==> src/sv/ffea_pkg.sv <==
// Package for the first-fit extent allocator.
// Holds command, status and register codes, reset values, shared types and parameter defaults; no dependencies.
package ffea_pkg;

  localparam int DEF_FREE_DEPTH = 64;
  localparam int DEF_USED_DEPTH = 256;
  localparam int DEF_PAGE_BYTES = 4096;

  localparam logic [1:0] CMD_BYTES   = 2'd0;
  localparam logic [1:0] CMD_PAGES   = 2'd1;
  localparam logic [1:0] CMD_RELEASE = 2'd2;

  localparam logic [1:0] ST_OK       = 2'd0;
  localparam logic [1:0] ST_NOFIT    = 2'd1;
  localparam logic [1:0] ST_FULL     = 2'd2;
  localparam logic [1:0] ST_NOTFOUND = 2'd3;

  localparam logic [1:0] REG_R0_BASE = 2'd0;
  localparam logic [1:0] REG_R0_SIZE = 2'd1;
  localparam logic [1:0] REG_R1_BASE = 2'd2;
  localparam logic [1:0] REG_R1_SIZE = 2'd3;

  localparam logic [31:0] RST_R0_BASE = 32'h0180_0000;
  localparam logic [31:0] RST_R0_SIZE = 32'h0060_0000;
  localparam logic [31:0] RST_R1_BASE = 32'h01E0_0000;
  localparam logic [31:0] RST_R1_SIZE = 32'h23A0_0000;

  typedef struct packed {
    logic [1:0]  cmd;
    logic [31:0] size;
    logic        ovf;
    logic [31:0] address;
  } item_t;

  typedef struct packed {
    logic [31:0] r0_base;
    logic [31:0] r0_size;
    logic [31:0] r1_base;
    logic [31:0] r1_size;
  } region_t;

endpackage

==> src/sv/ffea_front.sv <==
// Front end of the allocator: accepts requests, works out the rounded or page-scaled
// size and its overflow, and holds them in a two-entry queue. Depends on ffea_pkg.
module ffea_front #(
  parameter int PAGE_BYTES = ffea_pkg::DEF_PAGE_BYTES
) (
  input  logic                clk,
  input  logic                rst,
  input  logic                in_valid,
  output logic                in_ready,
  input  logic [1:0]          command,
  input  logic [31:0]         amount,
  input  logic [31:0]         address,
  output logic                q_valid,
  input  logic                q_pop,
  output ffea_pkg::item_t     q_item
);
  import ffea_pkg::*;

  localparam int PROD_W = 32 + $clog2(PAGE_BYTES) + 1;

  item_t       slots [2];
  logic        wp;
  logic        rp;
  logic [1:0]  count;
  item_t       cls;
  logic [32:0] bsum;
  logic [PROD_W-1:0] prod;
  logic        push;
  logic        pop;

  always_comb begin
    bsum = 33'(amount) + 33'd3;
    prod = PROD_W'(amount) * PROD_W'(PAGE_BYTES);
    cls.cmd = command;
    cls.address = address;
    if (command == CMD_PAGES) begin
      cls.size = prod[31:0];
      cls.ovf  = |prod[PROD_W-1:32];
    end else begin
      cls.size = {bsum[31:2], 2'b00};
      cls.ovf  = bsum[32];
    end
  end

  assign in_ready = (count != 2'd2);
  assign q_valid  = (count != 2'd0);
  assign q_item   = slots[rp];
  assign push     = in_valid && in_ready;
  assign pop      = q_pop && q_valid;

  always_ff @(posedge clk) begin
    if (push) begin
      slots[wp] <= cls;
    end
  end

  always_ff @(posedge clk) begin
    if (rst) begin
      wp    <= 1'b0;
      rp    <= 1'b0;
      count <= 2'd0;
    end else begin
      if (push) begin
        wp <= ~wp;
      end
      if (pop) begin
        rp <= ~rp;
      end
      count <= count + 2'(push) - 2'(pop);
    end
  end

endmodule

==> config.mk <==
export PLATFORM = sky130hd
export DESIGN_NAME = ffea_front
export DESIGN_NICKNAME = d
export VERILOG_FILES = /design/src/sv/ffea_pkg.sv /design/src/sv/ffea_front.sv
export SDC_FILE = /design/constraint.sdc
export NUM_CORES = 1
export LEC_CHECK = 0
export BUFFER_PORTS_ARGS = -buffer_cell sky130_fd_sc_hd__buf_4
export CAP_MARGIN = 10
export CORE_MARGIN = 2
export CORE_UTILIZATION = 53
export DETAILED_ROUTE_END_ITERATION = 8
export HOLD_SLACK_MARGIN = 0.02
export PLACE_DENSITY = 0.79
export SYNTH_ARGS = -nofsm -noshare
export SYNTH_HDL_FRONTEND = slang
export SYNTH_SLANG_ARGS = --single-unit
==> constraint.sdc <==
create_clock -name clk -period 5.2 [get_ports clk]
set_input_delay 0.26 -clock clk [delete_from_list [all_inputs] [get_ports clk]]
set_output_delay 0.26 -clock clk [all_outputs]
set_load 0.005 [all_outputs]
## After elaboration in Yosys (flattened, before gate mapping)

Memories as Yosys holds them, arrays and structs flattened. A register that Yosys moved wholly into a read port is not among the register bits.
Index checks and enable logic that the tools add are counted.

- Register bits: 4
- Bits in writable memories: 134
- Word-level logic and storage cells: 20
- Memories kept: 1

Memories:

| name | words | width | read ports | clocked after Yosys merged registers in | write ports | line | RTL |
|---|---|---|---|---|---|---|---|
| slots | 2 | 67 | 1 | 1 | 1 | ffea_front.sv:21 | `item_t slots [2];` |

- Add/subtract/negate cells: 3
- Equal/unequal tests: 2
- Mux-type cells: 5
- Bitwise operators: 2
- Reductions and logical operators: 4

Operators with widths:

| cell | count |
|---|---|
| 32-bit by 2-bit adder with 33-bit output, second input constant | 1 |
| 33-bit two-way mux | 1 |
| 12-bit OR reduction | 1 |
| 1-bit two-way mux | 4 |
| 2-bit by 1-bit adder with 2-bit output | 1 |
| 2-bit by 1-bit equality test with 1-bit output, second input constant | 1 |
| 1-bit logical AND | 2 |
| 2-bit inequality test, second input constant | 1 |
| 1-bit NOT | 2 |
| 2-bit nonzero test | 1 |
| 2-bit by 1-bit subtractor with 2-bit output | 1 |

## Longest topological paths before layout

Gate-level depths: netlist (run 1).

- Depth in word-level cells: 4
- Depth in mapped cells: 8

## Least setup slack after synthesis (run 1)

No wires, ideal clock.

- Path type: register -> register
- Start: reg count[0]
- End: mem slots[0][0] in the netlist's numbering (enable)
- Setup time: 488 ps
- Arrival: 3298 ps
- Required time: 4712 ps
- Setup slack: 1414 ps
- Cell stages (with the launch flop): 4
- Cell sequence: dfxtp_1 -> nand2b_1 -> nand2_1 -> nor2_1

- Cells in the longest elaborated chain, start to end: 4

Ends and longest elaborated chain:

| element | line | RTL |
|---|---|---|
| from (decl) | ffea_front.sv:24 | `logic [1:0] count;` |
| from (signal assigned) | ffea_front.sv:69 | `count <= count + 2'(push) - 2'(pop);` |
| 2-bit inequality test | ffea_front.sv:45 | `assign in_ready = (count != 2'd2);` |
| via in_ready | ffea_front.sv:9 | `output logic in_ready,` |
| 1-bit logical AND | ffea_front.sv:48 | `assign push = in_valid && in_ready;` |
| 1-bit two-way mux | ffea_front.sv:52 | `if (push) begin` |
| 1-bit two-way mux (implied by the code) | ffea_front.sv:53 | `slots[wp] <= cls;` |
| to (decl) | ffea_front.sv:21 |  |

The timed path passes the listed nets, and every way through them passes these cells.

==> flow_summary.toml, run 1 <==
[floorplan]
die_w_um = 108.8
core_sq_mm = 0.01079
die_area_sq_mm = 0.01183
start_util = 0.5390
io-pin-count = 139
rows = 38
die_y_um = 108.8

[clocking]
root_buffer = "clkbuf_8"
postCtsSetupRepairBufs = 0
cts_tree = "built"
clock_latency_ns = 0.52
clk_pin_slew_ns = 0.06
clock_sinks = 135
cts_buffer_depth = 2
htreeDepth = 4
hold_buffers = 35
cts_made_buffers = 17
cts_resized = 0

[setup_path]
critPathSlowestCell = "dfxtp_2"
startpoint_type = "flop"
crit_fanout = 35
path_common_cell = "buf_4"
rr_worst_depth = 4
worstSetupEndpointType = "output port"
crit_chain = "buf_4 > mux2_2 > buf_4"
slowest_delay_ns = 0.81
cp.required_ns = 4.94
worstReg2RegEnd = "slots[0][2]"
cp.arrival_ns = 2.44
crit_type = "reg2out"
r2r_start = "count[0]"
rrSetupSlack_ns = 2.89

[cells_and_area]
diodes = 0
finalNetCount = 632
regArea_sq_mm = 0.004005
multi_input_area_sq_mm = 0.001700
final_cells = 713
area_growth_pct = 35.81
nFillCells = 688
design_area_sq_mm = 0.007900
drive_gt1_frac = 0.4258

[timing]
finalCritPeriodShare = 0.5191
fin_worst_skew_ns = 0.004809
hold_viol_final = 0
final_max_slew_viol_count = 0
worst_pin_slew_ns = 1.194
max_freq_ghz = 0.3704
relSlewSlack = 0.2042
setup_viol = 0
min_period_ns = 2.700
rsz0062_at_grt = "no"
tns_ns = 0

[global_route]
gr-total-overflow = 0
grt_pass1_wl_um = 19090
antenna_found_initial = 0
grt_pass1_vias = 3898
grtUsageTotal = 0.2193
grt_start_max_net_pins = 36

[synth]
syn-cell-area_sq_mm = 0.005817
ys_seq_area_frac = 0.6883
synth-warning-count = 0
avgSynthCellArea_sq_um = 15.03
synth_top_area_frac = 0.6711
netlist-cell-type-count = 39
ys.flop_type = "edfxtp_1"
synth_edf_count = 130
synth-seq-cells = 135
synthCells = 387
synth_area_leaders = "edfxtp_1 (67%), mux2_2 (13%), xnor2_1 (2.0%), nor2_1 (1.9%), a31oi_1 (1.7%)"
ys_async_sr_fraction = 0
synth_top_cell_by_area = "edfxtp_1"

[power_and_ir_drop]
cellPowerDensity_mw_per_mm2 = 435.8
peakVddDrop_uv = 234.3
report.power.total_mw = 3.443
p_leak_nw = 2.910

[place]
placed_cells = 646
dp_hpwl_um = 8088
portBuffers = 136
routabilityCongestion = 0.8723
post_dp_cell_area_sq_mm = 0.006958

[drt]
dr.pass1.iters = 4
drtIter0Drc = 176
dr_total_vias = 3902
vias_per_cell = 5.473
routed_wl_um = 12490
ant_nets = 0
wl_per_cell_um = 17.52
post-route-drc-count = 0

[hold_path]
hold_depth = 2
hp-class = "in2reg"
min_to = "slots[0][47]"
worst_hold_startpoint = "amount[2]"

[flow_run]
max_cap_viol_count = 0

[status]
status = "finished, final reports clean"
==> placed cells by master, fill, tap and decap left out, drive strengths merged, types with 10 or more instances in the layout <==
cell,synthesis,routed
buf,7,140
edfxtp,130,130
nand2,14,14
o31ai,12,12
inv,7,10
xnor2,13,13
a31oi,16,16
dlygate4sd3,0,35
or4,13,13
clkbuf,15,17
nor2,29,29
mux2,65,65
==> worst max-delay path: cells and delay by family (launching register included) <==
family                 cells  cell delay, ns
flip-flops                 1            0.81
multiplexers               1            0.41
buffers and inverters      2            0.68
==> routing by layer <==
layer / GRT usage / wire length [um] / vias to the layer above
met5: 0 / 0 / -
met4: 0.07692 / 171 / 0
met3: 0.06575 / 1024 / 18
met2: 0.3772 / 6458 / 167
met1: 0.2628 / 4839 / 1866
li1: - / - / 1851
==> through the flow <==
step | utilization | hold WS (ns) | setup WS, ns
2_1_floorplan | - | 0.3316 | 1.414
3_3_place_gp | 0.6447 | 0.4456 | 2.616
3_5_place_dp | 0.6447 | 0.4477 | 2.514
4_1_cts | 0.7320 | 0.06708 | 2.441
5_1_grt | 0.7320 | 0.09459 | 2.362
6_report | 0.7320 | 0.09686 | 2.500
==> area by class of cell <==
type                       instances  share of cell area
tap                              140             0.02217
multi-input combinational        224              0.2152
timing repair buffer             175              0.1774
sequential                       135              0.5070
clock inverter                    15             0.02249
inverter                           7            0.003326
clock buffer                      17             0.05242
==> Yosys cell counts, drive strengths merged, types with 3 or more instances <==
library cell  number
edfxtp           130
mux2              65
nor2              29
a31oi             16
clkbuf            15
nand2             14
or4               13
xnor2             13
o31ai             12
nand3              8
nor3               8
buf                7
inv                7
nor4               7
o21ai              7
dfxtp              5
nand4              5
xor2               3
==> power by group <==
part           switching, mW  internal (mW)
logic                  0.353          0.455
registers             0.0675           1.39
clock network          0.444          0.732
==> kinds of logic (layout without fill, tap and decap cells) <==
kind of cell / Yosys count / after routing / share of synthesized area
adders and majority gates: 2 / 2 / 0.004301
muxes: 65 / 65 / 0.1258
xor gates and xnor gates: 16 / 16 / 0.02409
AOI/OAI and AO/OA: 42 / 42 / 0.04818
other: 1 / 2 / 0.0006447
and+or+nand+nor: 97 / 97 / 0.08711
buffers and inverters: 29 / 214 / 0.02151
DFF: 135 / 135 / 0.6883
==> how the worst max path moves through the flow <==
stage | start | endpoint | slack [ns] | cells past startpoint
detailed placement | amount[0] | slots[0][61] | 2.51 | 5
finish | flop | q_item[62] | 2.50 | 3
CTS | flop | q_item[56] | 2.44 | 3
floorplan | count[0] | slots[0][0] | 1.41 | 3
global route | flop | q_item[47] | 2.36 | 3
global placement | amount[0] | slots[0][63] | 2.62 | 5
==> registers in the layout, indices dropped and copies added (netlist names), named ones only <==
register / flops
rp: 1
wp: 1
slots: 130
count: 2
No activity file was read; power rests on OpenSTA's default activity.
==> run 2, diff against run 1 <==
==> constraint.sdc (replaced) <==
create_clock -name clk -period 2.8 [get_ports clk]
set_input_delay 0.14 -clock clk [delete_from_list [all_inputs] [get_ports clk]]
set_output_delay 0.14 -clock clk [all_outputs]
set_load 0.005 [all_outputs]
==> flow_summary.toml, run 2 (synthesized netlist as in run 1, its figures left out) <==
[drt]
ant_nets = 0
routed_wl_um = 12800
dr.pass1.iters = 6
drtIter0Drc = 224
post-route-drc-count = 0
wl_per_cell_um = 17.72
vias_per_cell = 5.511
dr_total_vias = 3979

[setup_path]
slowest_delay_ns = 0.75
cp.arrival_ns = 2.61
crit_type = "in2reg"
crit_fanout = 29
cp.required_ns = 3.14
worstSetupEndpointType = "flop"
crit_chain = "dlygate4sd3_1 > buf_4 > o2111ai_1 > or3_1 > or4_1 > a31oi_1"
critPathSlowestCell = "or3_1"
startpoint_type = "input pin"

[floorplan]
core_sq_mm = 0.01079
die_area_sq_mm = 0.01183
rows = 38
start_util = 0.5390
die_w_um = 108.8
die_y_um = 108.8
io-pin-count = 139

[timing]
finalCritPeriodShare = 0.8081
max_freq_ghz = 0.4420
hold_viol_final = 0
final_max_slew_viol_count = 0
min_period_ns = 2.263
fin_worst_skew_ns = 0.008644
rsz0062_at_grt = "no"
tns_ns = 0
relSlewSlack = 0.3359
setup_viol = 0
worst_pin_slew_ns = 0.9961

[cells_and_area]
area_growth_pct = 37.58
biggestRegsByFlops = "slots: 130 flops, count: 2 flops"
largest-register = "slots"
largest_reg_flops = 130
diodes = 0
drive_gt1_frac = 0.4192
utilization = 0.7415
layout.cells.most_common_list = "buf_4 (141), edfxtp_1 (130), mux2_2 (65), dlygate4sd3_1 (40), nor2_1 (28)"
finalNetCount = 641
final_common_cell = "buf_4"

[power_and_ir_drop]
cellPowerDensity_mw_per_mm2 = 800.9
p_leak_nw = 2.930
peakVddDrop_uv = 404.0

[clocking]
postCtsSetupRepairBufs = 0
root_buffer = "clkbuf_8"
cts_tree = "built"
htreeDepth = 4
clock_sinks = 135
clk_pin_slew_ns = 0.06
clock_latency_ns = 0.52
cts_resized = 0
cts_buffer_depth = 2
cts_made_buffers = 17

[place]
portBuffers = 136
routabilityCongestion = 0.8225
dp_hpwl_um = 8092

[global_route]
grt_pass1_vias = 3805
gr-total-overflow = 0
grt_start_max_net_pins = 66
grt_pass1_wl_um = 19050
grtUsageTotal = 0.2213
antenna_found_initial = 0

[flow_run]
max_cap_viol_count = 0

[status]
status = "finished, final reports clean"

[hold_path]
hp-class = "in2reg"
[run 2: cell types whose count changed in the layout (fill, tap and decap cells not counted), moves of 3 or more]
cell           previous run  this run
clkinv_2                  4         1
dlygate4sd3_1            35        40
clkinvlp_4                2         7
buf_12                    0         3
inv_6                     3         0
clkinv_4                  3         0
clkinv_1                  0         3
[run 2: area by class of cell]
class	count	area [sq um]
sequential	135	4005
fill	667	2790
multi-input combinational	224	1700
timing repair buffer	184	1519
clock buffer	18	417.9
tap	140	175.2
clock inverter	14	158.9
inverter	7	26.28
[run 2: critical path: cells and delay by family]
family | cells | cell delay (ns)
AOI/OAI and AO/OA | 2 | 0.40
buffers and inverters | 2 | 0.66
and+or+nand+nor | 2 | 1.39
[run 2: where the power goes]
part	total, mW	switching (mW)	leakage [nW]	internal, mW
clock network	2.14	0.796	0.258	1.34
logic	1.60	0.709	1.41	0.887
registers	2.68	0.0954	1.26	2.58
[run 2: timing repair]
item | in CTS | in global routing
endpoints found under the hold margin | 83 | 0
hold buffers | 40 | 0
setup endpoints to repair | 0 | 0
[run 2: worst paths after layout]
kind | from | endpoint | slack [ns] | cells past startpoint
setup / recovery | amount[0] | slots[1][62] | 0.54 | 6
setup reg to reg | count[1] | count[1] | 0.99 | 8
hold / removal | amount[9] | slots[0][42] | 0.04 | 3
hold reg to reg | rp | flop | 0.52 | 2
[run 2: through the flow]
| stage | instance area, sq um | power [mW] | worst slack (ns) | hold slack [ns] | cells |
|---|---|---|---|---|---|
| finish | 8003 | 6.410 | 0.5374 | 0.04187 | 722 |
| global route | 8003 | 6.696 | 0.4250 | 0.03394 | 722 |
| CTS | 8003 | 6.458 | 0.5598 | 0.02774 | 722 |
| detailed placement | 7025 | 4.269 | 0.5148 | 0.3275 | 650 |
| global placement | 7025 | 4.226 | 0.6449 | 0.3253 | 650 |
| floorplan | 5823 | 3.460 | 0.1007 | 0.2116 | 388 |
[run 2: metal layers]
layer  vias up  track usage  wire [um]
li1       1867            -          -
met1      1910       0.2638       5067
met2       185       0.3781       6549
met3        17      0.06635       1019
met4         0      0.08608        159
met5         -            0          0
==> run 3, diff against run 2 <==
==> constraint.sdc (replaced) <==
create_clock -name clk -period 2.2 [get_ports clk]
set_input_delay 0.11 -clock clk [delete_from_list [all_inputs] [get_ports clk]]
set_output_delay 0.11 -clock clk [all_outputs]
set_load 0.005 [all_outputs]
==> flow_summary.toml, run 3 (synthesized netlist as in run 1, its figures left out) <==
[status]
status = "finished, final reports clean"

[cells_and_area]
layout.cells.most_common_list = "buf_4 (145), edfxtp_1 (130), mux2_2 (65), dlygate4sd3_1 (43), nor2_1 (28)"
design_area_sq_mm = 0.008097
area_growth_pct = 39.19
largest-register = "slots"
finalNetCount = 649
utilization = 0.7502
final_common_cell = "buf_4"
biggestRegsByFlops = "slots: 130 flops, count: 2 flops"
final_cells = 730
drive_gt1_frac = 0.4254
diodes = 0
largest_reg_flops = 130

[clocking]
cts_tree = "built"
root_buffer = "clkbuf_8"
cts_made_buffers = 17
clk_pin_slew_ns = 0.06
clock_latency_ns = 0.51
cts_resized = 0
cts_buffer_depth = 2
htreeDepth = 4
postCtsSetupRepairBufs = 0
clock_sinks = 135

[setup_path]
startpoint_type = "flop"
cp.required_ns = 2.09
crit_type = "reg2out"
crit_fanout = 24
critPathSlowestCell = "dfxtp_2"
worstSetupEndpointType = "output port"
crit_family = "flip-flops"
crit_chain = "buf_12 > mux2_2 > buf_4"
cp.arrival_ns = 1.90
worst-path-buf-inv = 2
slowest_delay_ns = 0.63

[timing]
max_freq_ghz = 0.4970
finalCritPeriodShare = 0.9145
worst_pin_slew_ns = 0.5488
final_max_slew_viol_count = 0
min_period_ns = 2.012
rsz0062_at_grt = "no"
setup_viol = 0
hold_viol_final = 0
tns_ns = 0
fin_worst_skew_ns = 0.007904
relSlewSlack = 0.6308

[power_and_ir_drop]
pwr-share-comb = 0.249
cellPowerDensity_mw_per_mm2 = 1019
p_leak_nw = 2.987
sw_frac_of_total = 0.2509
internal_power_mw = 6.180
power_frac_seq = 0.415
clkPwrFrac = 0.337
p_switching_mw = 2.070
peakVddDrop_uv = 598.2

[drt]
ant_nets = 0
route.met2.wl_um = 6293
dr_total_vias = 3985
maxUsedRoutingLayer = "met4"
vias_per_cell = 5.459
routed_wl_um = 12660
wl_per_cell_um = 17.35
post-route-drc-count = 0
wl_met1_um = 5373
wl_met3_um = 832
drtIter0Drc = 194
dr.pass1.iters = 4

[floorplan]
die_y_um = 108.8
die_w_um = 108.8
io-pin-count = 139
start_util = 0.5390
rows = 38
core_sq_mm = 0.01079
die_area_sq_mm = 0.01183

[place]
post_dp_cell_area_sq_mm = 0.007076
placed_cells = 655
routabilityCongestion = 0.9416
dp_hpwl_um = 8477
portBuffers = 136

[flow_run]
max_cap_viol_count = 0

[global_route]
grt_pass1_vias = 3947
gr-total-overflow = 0
antenna_found_initial = 0
grtUsageTotal = 0.2163
grt_pass1_wl_um = 18980
grt_start_max_net_pins = 52

[hold_path]
hp-class = "in2reg"
## run 3: cell types whose count changed in the layout (fill, tap and decap cells not counted), moves of 2 or more
cell | before | now
buf_4 | 141 | 145
inv_6 | 0 | 4
clkinv_1 | 3 | 1
clkinvlp_4 | 7 | 4
dlygate4sd3_1 | 40 | 43
## run 3: timing repair
item	in CTS	in global routing
endpoints found under the hold margin	93	0
hold buffers	43	0
endpoints found under the setup margin	0	0
## run 3: cell type report
class,count,area [sq um]
inverters,7,26.28
repair buffers,192,1599
multi-input cells,224,1700
clock buffers,18,417.9
fillers,673,2696
well taps,140,175.2
clock inverters,14,172.7
flip-flops and latches,135,4005
## run 3: tightest hold or removal path, cell delays in order
cell and delay [ns]:
buf_4 0.12, xnor2_1 0.11, nor2_1 0.05
## run 3: stage by stage
| stage | worst slack, ns | hold WS, ns | total power, mW |
|---|---|---|---|
| after floorplan | 0.2112 | 0.1816 | 4.396 |
| after global placement | 0.2038 | 0.2955 | 5.421 |
| final | 0.1881 | 0.04460 | 8.250 |
| after detailed placement | 0.1575 | 0.2982 | 5.464 |
| after CTS | 0.1437 | 0.02065 | 8.324 |
| after global routing | 0.08903 | 0.02872 | 8.602 |
## run 3: power groups by stage
stage               registers [mW]  logic, mW  clock network [mW]
finish                        3.42       2.05                2.78
global route                  3.45       2.22                2.93
CTS                           3.42       2.07                2.83
detailed placement            3.47       1.99                   0
global placement              3.45       1.98                   0
floorplan                     3.40      0.994                   0
## run 3: worst paths after layout
kind	to	slack, ns	from	cells past startpoint
worst max-delay path	q_item[13]	0.19	flop	3
worst min-delay path	slots[1][39]	0.04	amount[6]	3
worst max register to register	count[1]	0.34	count[1]	8
worst min register to register	rp	0.54	rp	2
## run 3: per-layer routing
metal | vias up | global-route usage
li1 | 1892 | -
met1 | 1931 | 0.2676
met2 | 146 | 0.3656
met3 | 16 | 0.06157
met4 | 0 | 0.07509
met5 | - | 0
